**config.mk**
```make
export PLATFORM = sky130hd
export DESIGN_NAME = onset_tick_timing_matcher_core_flat
export DESIGN_NICKNAME = d
export VERILOG_FILES = /design/src/otm_pkg.sv /design/src/otm_in_if.sv /design/src/otm_out_if.sv /design/src/otm_ring.sv /design/src/otm_div.sv /design/src/onset_tick_timing_matcher_core.sv /design/src/flat_wrapper.sv
export SDC_FILE = /design/constraint.sdc
export NUM_CORES = 2
export LEC_CHECK = 0
export ABC_AREA = 1
export BUFFER_PORTS_ARGS = -buffer_cell sky130_fd_sc_hd__buf_2
export CAP_MARGIN = 25
export CORE_UTILIZATION = 55
export CTS_BUF_LIST = sky130_fd_sc_hd__clkbuf_2 sky130_fd_sc_hd__clkbuf_4 sky130_fd_sc_hd__clkbuf_8
export CTS_CLUSTER_SIZE = 24
export DETAILED_ROUTE_END_ITERATION = 10
export PLACE_DENSITY = 0.69
export SLEW_MARGIN = 20
export SYNTH_ARGS = -nofsm -noshare
export SYNTH_HDL_FRONTEND = slang
export SYNTH_SLANG_ARGS = --single-unit
```
**constraint.sdc**
```tcl
create_clock -name clk -period 35.6 [get_ports clk]
set_clock_uncertainty 0.05 [all_clocks]
set_input_delay 0 -clock clk [delete_from_list [all_inputs] [get_ports clk]]
set_output_delay 0 -clock clk [all_outputs]
set_load 0.02 [all_outputs]
```
**src/otm_pkg.sv**
```systemverilog
package otm_pkg;

  localparam int RING_DEPTH_DEF = 32;
  localparam int FRAME_BITS_DEF = 48;

  localparam int SAMPLE_OFFSET_BITS = 16;
  localparam int RATE_BITS = 19;
  localparam logic [RATE_BITS-1:0] DEFAULT_RATE = 19'd48000;

  localparam int CMD_BITS = 2;
  localparam logic [CMD_BITS-1:0] CMD_TICK = 2'd0;
  localparam logic [CMD_BITS-1:0] CMD_ONSET = 2'd1;
  localparam logic [CMD_BITS-1:0] CMD_CLEAR = 2'd2;

  localparam int CFG_INDEX_BITS = 1;
  localparam logic [CFG_INDEX_BITS-1:0] REG_ENABLED = 1'b0;
  localparam logic [CFG_INDEX_BITS-1:0] REG_SAMPLE_RATE = 1'b1;

  // window test: a match needs 25 * |diff| <= 3 * rate
  localparam int WIN_BITS = 24;
  localparam logic [WIN_BITS-1:0] WIN_NUM = 24'd3;
  localparam logic [WIN_BITS-1:0] WIN_DEN = 24'd25;

  // ms in Q8: |diff| * 256000 / rate, fits in 15 bits after the window test
  localparam int MS_BITS = 16;
  localparam int MS_SCALE_BITS = 18;
  localparam logic [MS_SCALE_BITS-1:0] MS_SCALE = 18'd256000;
  localparam int NUM_BITS = RATE_BITS + MS_SCALE_BITS;

endpackage

```
**src/otm_in_if.sv**
```systemverilog
interface otm_in_if #(
  parameter int FRAME_BITS = otm_pkg::FRAME_BITS_DEF
) ();
  logic                                    valid;
  logic                                    ready;
  logic [otm_pkg::CMD_BITS-1:0]            command;
  logic [FRAME_BITS-1:0]                   frame;
  logic [otm_pkg::SAMPLE_OFFSET_BITS-1:0]  sample_offset;
  logic                                    block_last;

  modport source (output valid, command, frame, sample_offset, block_last, input ready);
  modport sink (input valid, command, frame, sample_offset, block_last, output ready);
endinterface

```
**src/otm_out_if.sv**
```systemverilog
interface otm_out_if #(
  parameter int FRAME_BITS = otm_pkg::FRAME_BITS_DEF
) ();
  logic                               valid;
  logic                               ready;
  logic signed [FRAME_BITS:0]         offset_frames;
  logic signed [otm_pkg::MS_BITS-1:0] offset_ms_q8;

  modport source (output valid, offset_frames, offset_ms_q8, input ready);
  modport sink (input valid, offset_frames, offset_ms_q8, output ready);
endinterface

```
**src/otm_ring.sv**
```systemverilog
module otm_ring #(
  parameter int RING_DEPTH = otm_pkg::RING_DEPTH_DEF,
  parameter int FRAME_BITS = otm_pkg::FRAME_BITS_DEF,
  localparam int ADDR_BITS = $clog2(RING_DEPTH)
) (
  input  logic                  clk,
  input  logic                  we,
  input  logic [ADDR_BITS-1:0]  wr_addr,
  input  logic [FRAME_BITS-1:0] wr_data,
  input  logic [ADDR_BITS-1:0]  rd_addr,
  output logic [FRAME_BITS-1:0] rd_data
);

  logic [FRAME_BITS-1:0] mem [RING_DEPTH];

  always_ff @(posedge clk) begin
    if (we) begin
      mem[wr_addr] <= wr_data;
    end
  end

  always_ff @(posedge clk) begin
    rd_data <= mem[rd_addr];
  end

endmodule

```
**src/otm_div.sv**
```systemverilog
// restoring divider, one quotient bit per cycle
module otm_div (
  input  logic                             clk,
  input  logic                             rst,
  input  logic                             start,
  input  logic [otm_pkg::NUM_BITS-1:0]     num,
  input  logic [otm_pkg::RATE_BITS-1:0]    den,
  output logic                             done,
  output logic [otm_pkg::MS_BITS-1:0]      quotient
);

  localparam int Q_BITS = otm_pkg::MS_BITS;
  localparam int N_BITS = otm_pkg::NUM_BITS;
  localparam int STEP_BITS = $clog2(Q_BITS);

  logic                 busy;
  logic [STEP_BITS-1:0] step;
  logic [N_BITS-1:0]    rem;
  logic [N_BITS-1:0]    dsh;
  logic                 ge;

  assign ge = rem >= dsh;

  always_ff @(posedge clk) begin
    if (rst) begin
      busy <= 1'b0;
      done <= 1'b0;
      step <= '0;
    end else begin
      done <= 1'b0;
      if (start) begin
        busy <= 1'b1;
        step <= '0;
      end else if (busy) begin
        step <= step + 1'b1;
        if (step == STEP_BITS'(Q_BITS - 1)) begin
          busy <= 1'b0;
          done <= 1'b1;
        end
      end
    end
  end

  always_ff @(posedge clk) begin
    if (start) begin
      rem      <= num;
      dsh      <= N_BITS'(den) << (Q_BITS - 1);
      quotient <= '0;
    end else if (busy) begin
      if (ge) begin
        rem <= rem - dsh;
      end
      quotient <= {quotient[Q_BITS-2:0], ge};
      dsh      <= dsh >> 1;
    end
  end

endmodule

```
**src/onset_tick_timing_matcher_core.sv**
```systemverilog
// Channel  Dir  Word                                         Handshake
// in_ch    in   command, frame, sample_offset, block_last    valid/ready
// out_ch   out  offset_frames, offset_ms_q8                  valid/ready
// cfg      in   cfg_index, cfg_data                          cfg_we, no stall
//
// Tick, clear and ignored words are handled in the idle state. An onset scans k ring
// entries (k up to RING_DEPTH), read one per cycle from the single read port of the
// ring memory, then passes the check, the divider load, the divider and the output.
// An onset that is dropped ends after the check.
// Reset (rst, synchronous) clears pointer, count, last match and output valid.
// A waiting result does not block input; a new result waits for the output slot.
module onset_tick_timing_matcher_core #(
  parameter int RING_DEPTH = otm_pkg::RING_DEPTH_DEF,
  parameter int FRAME_BITS = otm_pkg::FRAME_BITS_DEF
) (
  input  logic                                 clk,
  input  logic                                 rst,
  otm_in_if.sink                               in_ch,
  otm_out_if.source                            out_ch,
  input  logic                                 cfg_we,
  input  logic [otm_pkg::CFG_INDEX_BITS-1:0]   cfg_index,
  input  logic [otm_pkg::RATE_BITS-1:0]        cfg_data
);

  localparam int ADDR_BITS = $clog2(RING_DEPTH);
  localparam int CNT_BITS = $clog2(RING_DEPTH + 1);
  localparam int DIFF_BITS = FRAME_BITS + 1;
  localparam int RB = otm_pkg::RATE_BITS;
  localparam int WB = otm_pkg::WIN_BITS;
  localparam int NB = otm_pkg::NUM_BITS;
  localparam int MB = otm_pkg::MS_BITS;

  typedef enum logic [5:0] {
    ST_IDLE  = 6'b000001,
    ST_SCAN  = 6'b000010,
    ST_CHECK = 6'b000100,
    ST_LOAD  = 6'b001000,
    ST_DIV   = 6'b010000,
    ST_EMIT  = 6'b100000
  } state_t;

  state_t state;

  logic                  enabled;
  logic [RB-1:0]         rate;
  logic [ADDR_BITS-1:0]  wp;
  logic [CNT_BITS-1:0]   count;
  logic [FRAME_BITS-1:0] last_matched;

  logic [FRAME_BITS-1:0] onset;
  logic [ADDR_BITS-1:0]  scan_ptr;
  logic [CNT_BITS-1:0]   scan_left;
  logic                  have;
  logic [FRAME_BITS-1:0] best_tick;
  logic [FRAME_BITS-1:0] best_abs;
  logic [DIFF_BITS-1:0]  best_diff;
  logic [NB-1:0]         num;

  logic                  out_valid;
  logic [DIFF_BITS-1:0]  out_frames;
  logic [MB-1:0]         out_ms;

  logic                  in_fire;
  logic                  out_free;
  logic [ADDR_BITS-1:0]  wp_dec;
  logic [ADDR_BITS-1:0]  ptr_dec;
  logic [ADDR_BITS-1:0]  rd_addr;
  logic                  ring_we;
  logic [FRAME_BITS-1:0] tick_val;
  logic [FRAME_BITS-1:0] t;

  logic [FRAME_BITS-1:0] d_fwd;
  logic [FRAME_BITS-1:0] d_rev;
  logic                  neg;
  logic [FRAME_BITS-1:0] ad;
  logic [DIFF_BITS-1:0]  diff;
  logic                  take;
  logic                  brk;

  logic                  ab_hi_zero;
  logic [RB-1:0]         ab_lo;
  logic [WB-1:0]         ab25;
  logic [WB-1:0]         r3;
  logic                  match_ok;

  logic                  div_start;
  logic                  div_done;
  logic [MB-1:0]         quotient;
  logic [MB-1:0]         ms_val;

  assign in_ch.ready = (state == ST_IDLE);
  assign in_fire = in_ch.valid & in_ch.ready;
  assign out_free = !out_valid || out_ch.ready;

  assign out_ch.valid = out_valid;
  assign out_ch.offset_frames = out_frames;
  assign out_ch.offset_ms_q8 = out_ms;

  assign wp_dec = (wp == '0) ? ADDR_BITS'(RING_DEPTH - 1) : wp - 1'b1;
  assign ptr_dec = (scan_ptr == '0) ? ADDR_BITS'(RING_DEPTH - 1) : scan_ptr - 1'b1;
  assign rd_addr = (state == ST_SCAN) ? ptr_dec : wp_dec;

  assign ring_we = in_fire && enabled && (in_ch.command == otm_pkg::CMD_TICK);
  assign tick_val = in_ch.frame + FRAME_BITS'(in_ch.sample_offset);

  otm_ring #(
    .RING_DEPTH(RING_DEPTH),
    .FRAME_BITS(FRAME_BITS)
  ) u_ring (
    .clk     (clk),
    .we      (ring_we),
    .wr_addr (wp),
    .wr_data (tick_val),
    .rd_addr (rd_addr),
    .rd_data (t)
  );

  // distance of the entry read this cycle
  assign d_fwd = onset - t;
  assign d_rev = t - onset;
  assign neg = onset < t;
  assign ad = neg ? d_rev : d_fwd;
  assign diff = DIFF_BITS'(onset) - DIFF_BITS'(t);
  assign take = !have || (ad < best_abs);
  assign brk = ((DIFF_BITS'(t) + DIFF_BITS'(rate)) < DIFF_BITS'(onset)) &&
               (ad > FRAME_BITS'(rate));

  // above 2^19 the window test fails for any rate
  assign ab_hi_zero = (best_abs[FRAME_BITS-1:RB] == '0);
  assign ab_lo = best_abs[RB-1:0];
  assign ab25 = WB'(ab_lo) * otm_pkg::WIN_DEN;
  assign r3 = WB'(rate) * otm_pkg::WIN_NUM;
  assign match_ok = (best_tick != '0) && (best_tick != last_matched) &&
                    ab_hi_zero && !(ab25 > r3);

  assign div_start = (state == ST_LOAD);

  otm_div u_div (
    .clk      (clk),
    .rst      (rst),
    .start    (div_start),
    .num      (num),
    .den      (rate),
    .done     (div_done),
    .quotient (quotient)
  );

  assign ms_val = best_diff[DIFF_BITS-1] ? (MB'(0) - quotient) : quotient;

  always_ff @(posedge clk) begin
    if (rst) begin
      enabled <= 1'b1;
      rate    <= otm_pkg::DEFAULT_RATE;
    end else if (cfg_we) begin
      case (cfg_index)
        otm_pkg::REG_ENABLED: begin
          enabled <= cfg_data[0];
        end
        otm_pkg::REG_SAMPLE_RATE: begin
          rate <= (cfg_data == '0) ? otm_pkg::DEFAULT_RATE : cfg_data;
        end
        default: begin
        end
      endcase
    end
  end

  always_ff @(posedge clk) begin
    if (rst) begin
      state        <= ST_IDLE;
      wp           <= '0;
      count        <= '0;
      last_matched <= '0;
      out_valid    <= 1'b0;
    end else begin
      if (state == ST_EMIT && out_free) begin
        out_valid <= 1'b1;
      end else if (out_valid && out_ch.ready) begin
        out_valid <= 1'b0;
      end
      case (state)
        ST_IDLE: begin
          if (in_fire) begin
            if (in_ch.command == otm_pkg::CMD_CLEAR) begin
              wp           <= '0;
              count        <= '0;
              last_matched <= '0;
            end else if (enabled && in_ch.command == otm_pkg::CMD_TICK) begin
              wp <= (wp == ADDR_BITS'(RING_DEPTH - 1)) ? '0 : wp + 1'b1;
              if (count != CNT_BITS'(RING_DEPTH)) begin
                count <= count + 1'b1;
              end
            end else if (enabled && in_ch.command == otm_pkg::CMD_ONSET &&
                         count != '0) begin
              state <= ST_SCAN;
            end
          end
        end
        ST_SCAN: begin
          if (brk || scan_left == '0) begin
            state <= ST_CHECK;
          end
        end
        ST_CHECK: begin
          state <= match_ok ? ST_LOAD : ST_IDLE;
        end
        ST_LOAD: begin
          state <= ST_DIV;
        end
        ST_DIV: begin
          if (div_done) begin
            state <= ST_EMIT;
          end
        end
        ST_EMIT: begin
          if (out_free) begin
            last_matched <= best_tick;
            state        <= ST_IDLE;
          end
        end
        default: begin
          state <= ST_IDLE;
        end
      endcase
    end
  end

  // scan and result datapath
  always_ff @(posedge clk) begin
    if (state == ST_IDLE) begin
      onset     <= in_ch.frame;
      scan_ptr  <= wp_dec;
      scan_left <= count - 1'b1;
      have      <= 1'b0;
    end
    if (state == ST_SCAN) begin
      scan_ptr  <= ptr_dec;
      scan_left <= scan_left - 1'b1;
      have      <= 1'b1;
      if (take) begin
        best_abs  <= ad;
        best_diff <= diff;
        best_tick <= t;
      end
    end
    if (state == ST_CHECK) begin
      num <= NB'(ab_lo) * NB'(otm_pkg::MS_SCALE);
    end
    if (state == ST_EMIT && out_free) begin
      out_frames <= best_diff;
      out_ms     <= ms_val;
    end
  end

endmodule
```
**src/flat_wrapper.sv**
```systemverilog
// flat-port wrapper written by rule: the top's interface ports become plain ports
module onset_tick_timing_matcher_core_flat 
#(
  parameter int RING_DEPTH = otm_pkg::RING_DEPTH_DEF,
  parameter int FRAME_BITS = otm_pkg::FRAME_BITS_DEF
)
  (clk, rst, cfg_we, cfg_index, cfg_data, in_ch_valid, in_ch_command, in_ch_frame, in_ch_sample_offset, in_ch_block_last, in_ch_ready, out_ch_valid, out_ch_offset_frames, out_ch_offset_ms_q8, out_ch_ready);
  otm_in_if #(.FRAME_BITS(FRAME_BITS)) in_ch_i ();
  otm_out_if #(.FRAME_BITS(FRAME_BITS)) out_ch_i ();
  input  logic clk;
  input  logic rst;
  input  logic cfg_we;
  input  logic [otm_pkg::CFG_INDEX_BITS-1:0] cfg_index;
  input  logic [otm_pkg::RATE_BITS-1:0] cfg_data;
  input wire logic [$bits(in_ch_i.valid)-1:0] in_ch_valid;
  input wire logic [$bits(in_ch_i.command)-1:0] in_ch_command;
  input wire logic [$bits(in_ch_i.frame)-1:0] in_ch_frame;
  input wire logic [$bits(in_ch_i.sample_offset)-1:0] in_ch_sample_offset;
  input wire logic [$bits(in_ch_i.block_last)-1:0] in_ch_block_last;
  output wire logic [$bits(in_ch_i.ready)-1:0] in_ch_ready;
  output wire logic [$bits(out_ch_i.valid)-1:0] out_ch_valid;
  output wire logic [$bits(out_ch_i.offset_frames)-1:0] out_ch_offset_frames;
  output wire logic [$bits(out_ch_i.offset_ms_q8)-1:0] out_ch_offset_ms_q8;
  input wire logic [$bits(out_ch_i.ready)-1:0] out_ch_ready;
  assign in_ch_i.valid = in_ch_valid;
  assign in_ch_i.command = in_ch_command;
  assign in_ch_i.frame = in_ch_frame;
  assign in_ch_i.sample_offset = in_ch_sample_offset;
  assign in_ch_i.block_last = in_ch_block_last;
  assign in_ch_ready = in_ch_i.ready;
  assign out_ch_valid = out_ch_i.valid;
  assign out_ch_offset_frames = out_ch_i.offset_frames;
  assign out_ch_offset_ms_q8 = out_ch_i.offset_ms_q8;
  assign out_ch_i.ready = out_ch_ready;
  onset_tick_timing_matcher_core #(.RING_DEPTH(RING_DEPTH), .FRAME_BITS(FRAME_BITS)) u_core (.clk(clk), .rst(rst), .in_ch(in_ch_i), .out_ch(out_ch_i), .cfg_we(cfg_we), .cfg_index(cfg_index), .cfg_data(cfg_data));
endmodule
```
==> metrics.txt <==
# TYPE chip_impl_metric gauge
chip_impl_metric{name="power.density_cell_area",unit="mW/mm2"} 76.3
chip_impl_metric{name="initial_cell_density_of_the_core",unit=""} 0.556
chip_impl_metric{name="synth.yosys.seq_area_share",unit=""} 0.604
chip_impl_metric{name="final.setup.tns",unit="ns"} 0
chip_impl_metric{name="synth_fp_nets",unit=""} 9905
chip_impl_metric{name="clock_tree.buffer_depth",unit=""} 4
chip_impl_info{name="worstSetupEndpointType",value="register"} 1
chip_impl_info{name="status",value="complete, no violations"} 1
chip_impl_metric{name="hold_depth",unit=""} 7
chip_impl_metric{name="crit_path_max_fanout",unit=""} 73
chip_impl_metric{name="drt-total-wl",unit="um"} 294000
chip_impl_metric{name="yosysWarnings",unit=""} 0
chip_impl_metric{name="cp.required",unit="ns"} 36.16
chip_impl_metric{name="synth_largest_type_area_fraction",unit=""} 0.569
chip_impl_metric{name="post_route_cells_drive_above_1_share",unit=""} 0.0966
chip_impl_metric{name="io_buffers",unit=""} 157
chip_impl_metric{name="area_growth",unit="%"} 13.0
chip_impl_metric{name="total_cts_buffers",unit=""} 347
chip_impl_metric{name="vias_per_cell",unit=""} 6.01
chip_impl_metric{name="antenna_left",unit=""} 0
chip_impl_metric{name="via_count_of_the_first_global_routing_pass",unit=""} 71500
chip_impl_metric{name="drc",unit=""} 0
chip_impl_metric{name="syn-cell-area",unit="mm2"} 0.0995
chip_impl_metric{name="ys_async_sr_fraction",unit=""} 0
chip_impl_metric{name="firstDrtPassIters",unit=""} 6
chip_impl_metric{name="core_area",unit="mm2"} 0.179
chip_impl_metric{name="num-nets-final",unit=""} 10300
chip_impl_metric{name="postCtsResizedCells",unit=""} 0
chip_impl_metric{name="postSynthRegisterBits",unit=""} 2058
chip_impl_info{name="regToRegEndpoint",value="u_core.best_diff[18]"} 1
chip_impl_metric{name="max_freq",unit="GHz"} 0.121
chip_impl_metric{name="peakVddDrop",unit="V"} 0.0000445
chip_impl_metric{name="detailed_place_hpwl",unit="um"} 182000
chip_impl_metric{name="setup_violations",unit=""} 0
chip_impl_metric{name="antenna_found_initial",unit=""} 14
chip_impl_metric{name="synth-edff-count",unit=""} 1886
chip_impl_metric{name="cts_num_sinks",unit=""} 2058
chip_impl_metric{name="placementRows",unit=""} 155
chip_impl_metric{name="syn-instance-count",unit=""} 9297
chip_impl_metric{name="drt-initial-drc-count",unit=""} 7810
chip_impl_metric{name="tightestPinTransition",unit="ns"} 1.12
chip_impl_metric{name="grt_max_degree",unit=""} 193
chip_impl_metric{name="grt_first_pass_wirelength",unit="um"} 431000
chip_impl_metric{name="synth.avg_cell_area",unit="um2"} 10.7
chip_impl_metric{name="leakagePower",unit="uW"} 0.0427
chip_impl_metric{name="detailroute.via_count",unit=""} 74200
chip_impl_info{name="whs_endpoint",value="u_core.count[1]"} 1
chip_impl_metric{name="clk_latency",unit="ns"} 1.08
chip_impl_info{name="worst_setup_path_start_kind",value="register"} 1
chip_impl_info{name="synth_top_area_cell",value="sky130_fd_sc_hd__edfxtp_1"} 1
chip_impl_info{name="cts_root_buf",value="sky130_fd_sc_hd__clkbuf_8"} 1
chip_impl_metric{name="cap_violations",unit=""} 0
chip_impl_metric{name="ff2ff_setup_slack",unit="ns"} 27.37
chip_impl_metric{name="final_hold_viol_count",unit=""} 0
chip_impl_metric{name="post_synth_num_cell_types",unit=""} 56
chip_impl_info{name="regToRegStartpoint",value="u_core.onset[0]"} 1
chip_impl_metric{name="wirelength_per_cell",unit="um"} 23.8
chip_impl_metric{name="path_clk_slew",unit="ns"} 0.06
chip_impl_info{name="clock_tree_from_tritoncts",value="built"} 1
chip_impl_info{name="synthTopCellsByArea",value="sky130_fd_sc_hd__edfxtp_1, sky130_fd_sc_hd__ha_1, sky130_fd_sc_hd__nand2_1, sky130_fd_sc_hd__o21ai_0, sky130_fd_sc_hd__nor2_1"} 1
chip_impl_metric{name="post-route-period-util",unit=""} 0.231
chip_impl_info{name="timing.setup.critical_path_class",value="register to register"} 1
chip_impl_info{name="worstHoldPathType",value="input port to register"} 1
chip_impl_info{name="synth-main-ff-cell",value="sky130_fd_sc_hd__edfxtp_1"} 1
chip_impl_metric{name="arrival",unit="ns"} 8.79
chip_impl_metric{name="total_congestion_overflow_after_global_routing",unit=""} 0
chip_impl_metric{name="grt_usage",unit=""} 0.317
chip_impl_metric{name="r2r.worst_path.cells",unit=""} 24
chip_impl_metric{name="chipWidth",unit="um"} 427
chip_impl_metric{name="boundary_pins",unit=""} 159
chip_impl_metric{name="finalWeightedCongestion",unit=""} 1.05
chip_impl_metric{name="die_area",unit="mm2"} 0.183
chip_impl_metric{name="final_core_util",unit=""} 0.628
chip_impl_metric{name="post-route-min-period",unit="ns"} 8.23
chip_impl_metric{name="slew_headroom",unit=""} 0.253
chip_impl_info{name="rsz0062_at_grt",value="no"} 1
chip_impl_metric{name="fillers",unit=""} 14000
chip_impl_info{name="worstHoldStart",value="in_ch_command[1]"} 1
chip_impl_metric{name="timing.final.max_slew_violations",unit=""} 0
chip_impl_metric{name="die-height",unit="um"} 427
chip_impl_metric{name="htree_num_levels",unit=""} 5
[through the flow]
step	std cells	setup WS [ns]	instance area (um2)	hold slack, ns	power [uW]
3_5_place_dp	11500	27.51	103000	0.190	6400
3_3_place_gp	11500	27.26	103000	0.190	6320
2_1_floorplan	9297	24.43	99500	0.0489	5330
6_report	12400	27.37	112000	0.115	8580
4_1_cts	12300	27.45	112000	0.0247	8540
5_1_grt	12300	27.09	112000	0.101	9080
[where the power goes]
part / leakage [uW] / switching (uW) / internal [uW]
clock network: 0.00364 / 942 / 1180
registers: 0.0184 / 108 / 2880
logic: 0.0207 / 2380 / 1100
total: 0.0427 / 3430 / 5160
[critical path, stage by stage (launching register included)]
cell	delay, ns
sky130_fd_sc_hd__edfxtp_1	0.49
sky130_fd_sc_hd__inv_1	0.12
sky130_fd_sc_hd__ha_1	0.14
sky130_fd_sc_hd__inv_1	0.13
sky130_fd_sc_hd__fa_1	0.56
sky130_fd_sc_hd__nand3_1	0.15
sky130_fd_sc_hd__nand3_1	0.26
sky130_fd_sc_hd__nand2_1	0.15
sky130_fd_sc_hd__nand2_1	0.20
sky130_fd_sc_hd__nand2_1	0.13
sky130_fd_sc_hd__nand2_2	0.11
sky130_fd_sc_hd__nand2_1	0.10
sky130_fd_sc_hd__nand3_2	0.39
sky130_fd_sc_hd__buf_4	0.46
sky130_fd_sc_hd__o21ai_0	0.83
sky130_fd_sc_hd__ha_1	0.40
sky130_fd_sc_hd__nand2_1	0.10
sky130_fd_sc_hd__nor2_1	0.05
sky130_fd_sc_hd__a211oi_1	0.16
sky130_fd_sc_hd__nand2_1	0.08
sky130_fd_sc_hd__a21oi_1	0.56
sky130_fd_sc_hd__o21ai_1	0.22
sky130_fd_sc_hd__buf_6	0.20
sky130_fd_sc_hd__a21oi_4	0.75
sky130_fd_sc_hd__buf_4	0.82
[flip-flops by register name, indices dropped and copies added, names as in the netlist, 16 cells and up]
| signal | cells |
|---|---|
| u_core.u_div.dsh | 34 |
| u_core.best_abs | 47 |
| u_core.rate | 19 |
| u_core.onset | 48 |
| u_core.best_diff | 49 |
| u_core.u_div.rem | 37 |
| u_core.out_ch.offset_frames | 49 |
| u_core.last_matched | 48 |
| u_core.out_ch.offset_ms_q8 | 16 |
| u_core.u_div.quotient | 16 |
| u_core.u_ring.mem | 1536 |
| u_core.best_tick | 48 |
| u_core.u_ring.rd_data | 48 |
| u_core.num | 26 |
[cells in the mapped netlist (all sizes together), types with 3 or more instances]
cell type,count
o21ai,960
buf,79
a311oi,48
clkbuf,326
nor3b,7
o211ai,56
nand4,95
nor2,1131
xor2,139
edfxtp,1886
ha,430
dfxtp,172
fa,86
nand3,315
o21bai,15
clkinv,4
nand2,1418
nor4,41
xnor2,131
o31ai,4
or2,15
a31oi,81
and2,6
a21o,12
a21boi,5
o21a,12
a211oi,20
a221oi,3
a21oi,312
o22ai,56
nor3,103
and3,50
nand3b,3
o221ai,341
o2111ai,4
inv,925
[cells in the final DEF (no fill, tap or decap), types with 44 or more instances in the layout]
| cell type | synthesis | layout |
|---|---|---|
| sky130_fd_sc_hd__a311oi_1 | 48 | 48 |
| sky130_fd_sc_hd__nor2_1 | 1115 | 1081 |
| sky130_fd_sc_hd__a21oi_1 | 312 | 310 |
| sky130_fd_sc_hd__dfxtp_1 | 172 | 171 |
| sky130_fd_sc_hd__clkinv_1 | 4 | 68 |
| sky130_fd_sc_hd__nand3_1 | 312 | 312 |
| sky130_fd_sc_hd__ha_1 | 430 | 430 |
| sky130_fd_sc_hd__clkbuf_4 | 0 | 97 |
| sky130_fd_sc_hd__and3_1 | 50 | 50 |
| sky130_fd_sc_hd__xor2_1 | 139 | 116 |
| sky130_fd_sc_hd__edfxtp_1 | 1886 | 1886 |
| sky130_fd_sc_hd__nand4_1 | 95 | 95 |
| sky130_fd_sc_hd__buf_2 | 57 | 158 |
| sky130_fd_sc_hd__o221ai_1 | 341 | 341 |
| sky130_fd_sc_hd__o21ai_0 | 938 | 937 |
| sky130_fd_sc_hd__inv_1 | 918 | 913 |
| sky130_fd_sc_hd__a31oi_1 | 81 | 81 |
| sky130_fd_sc_hd__clkinv_2 | 0 | 44 |
| sky130_fd_sc_hd__nand2_1 | 1410 | 1409 |
| sky130_fd_sc_hd__o211ai_1 | 56 | 56 |
| sky130_fd_sc_hd__clkbuf_8 | 0 | 371 |
| sky130_fd_sc_hd__xnor2_1 | 131 | 110 |
| sky130_fd_sc_hd__dlygate4sd3_1 | 0 | 208 |
| sky130_fd_sc_hd__buf_4 | 5 | 107 |
| sky130_fd_sc_hd__nor3_1 | 101 | 101 |
| sky130_fd_sc_hd__fa_1 | 86 | 86 |
| sky130_fd_sc_hd__o22ai_1 | 56 | 56 |
[metal layers]
metal / part of all wire / track usage / vias to the layer above
met5: 0.00021 / 0 / -
met4: 0.055 / 0.174 / 8
met3: 0.088 / 0.0561 / 827
met2: 0.48 / 0.524 / 3824
met1: 0.38 / 0.395 / 35800
li1: - / - / 33800
[layout make-up]
| cell class | instances | area, um2 | area share |
|---|---|---|---|
| flip-flops and latches | 2058 | 60100 | 0.534 |
| multi-input cells | 5905 | 35100 | 0.312 |
| clock buffers | 468 | 5830 | 0.0519 |
| repair buffers | 488 | 3910 | 0.0348 |
| inverters | 929 | 3510 | 0.0312 |
| well taps | 2355 | 2950 | 0.0262 |
| clock inverters | 138 | 1060 | 0.00946 |
| diodes | 13 | 32.5 | 0.000289 |
[how the worst max path moves through the flow]
stage / start / endpoint / slack, ns / depth (start not counted)
floorplan: u_core.onset[0] / u_core.best_abs[10] / 24.43 / 26
global placement: u_core.onset[0] / u_core.best_abs[43] / 27.26 / 23
detailed placement: u_core.onset[0] / u_core.best_abs[44] / 27.51 / 24
CTS: u_core.onset[0] / u_core.best_diff[17] / 27.45 / 24
global route: u_core.onset[0] / u_core.best_diff[18] / 27.09 / 28
finish: u_core.onset[0] / u_core.best_diff[18] / 27.37 / 24
[what timing repair did]
action | in CTS | in global routing
buffers inserted | 0 | 0
hold buffers | 208 | 0
hold endpoints to repair | 1642 | 0
[cells by family (layout without fill, tap and decap cells)]
kind of cell,after synthesis,after routing,share of synthesized area
AO/OA/AOI/OAI,1935,1935,0.117
XOR/XNOR,270,270,0.0238
adder cells (fa/ha/maj),516,516,0.0714
buffers and inverters,1334,2023,0.0517
flip-flops,2058,2058,0.604
other,0,13,0
AND/OR/NAND/NOR,3184,3184,0.132
Note: power is estimated with default switching activity, not from simulation.
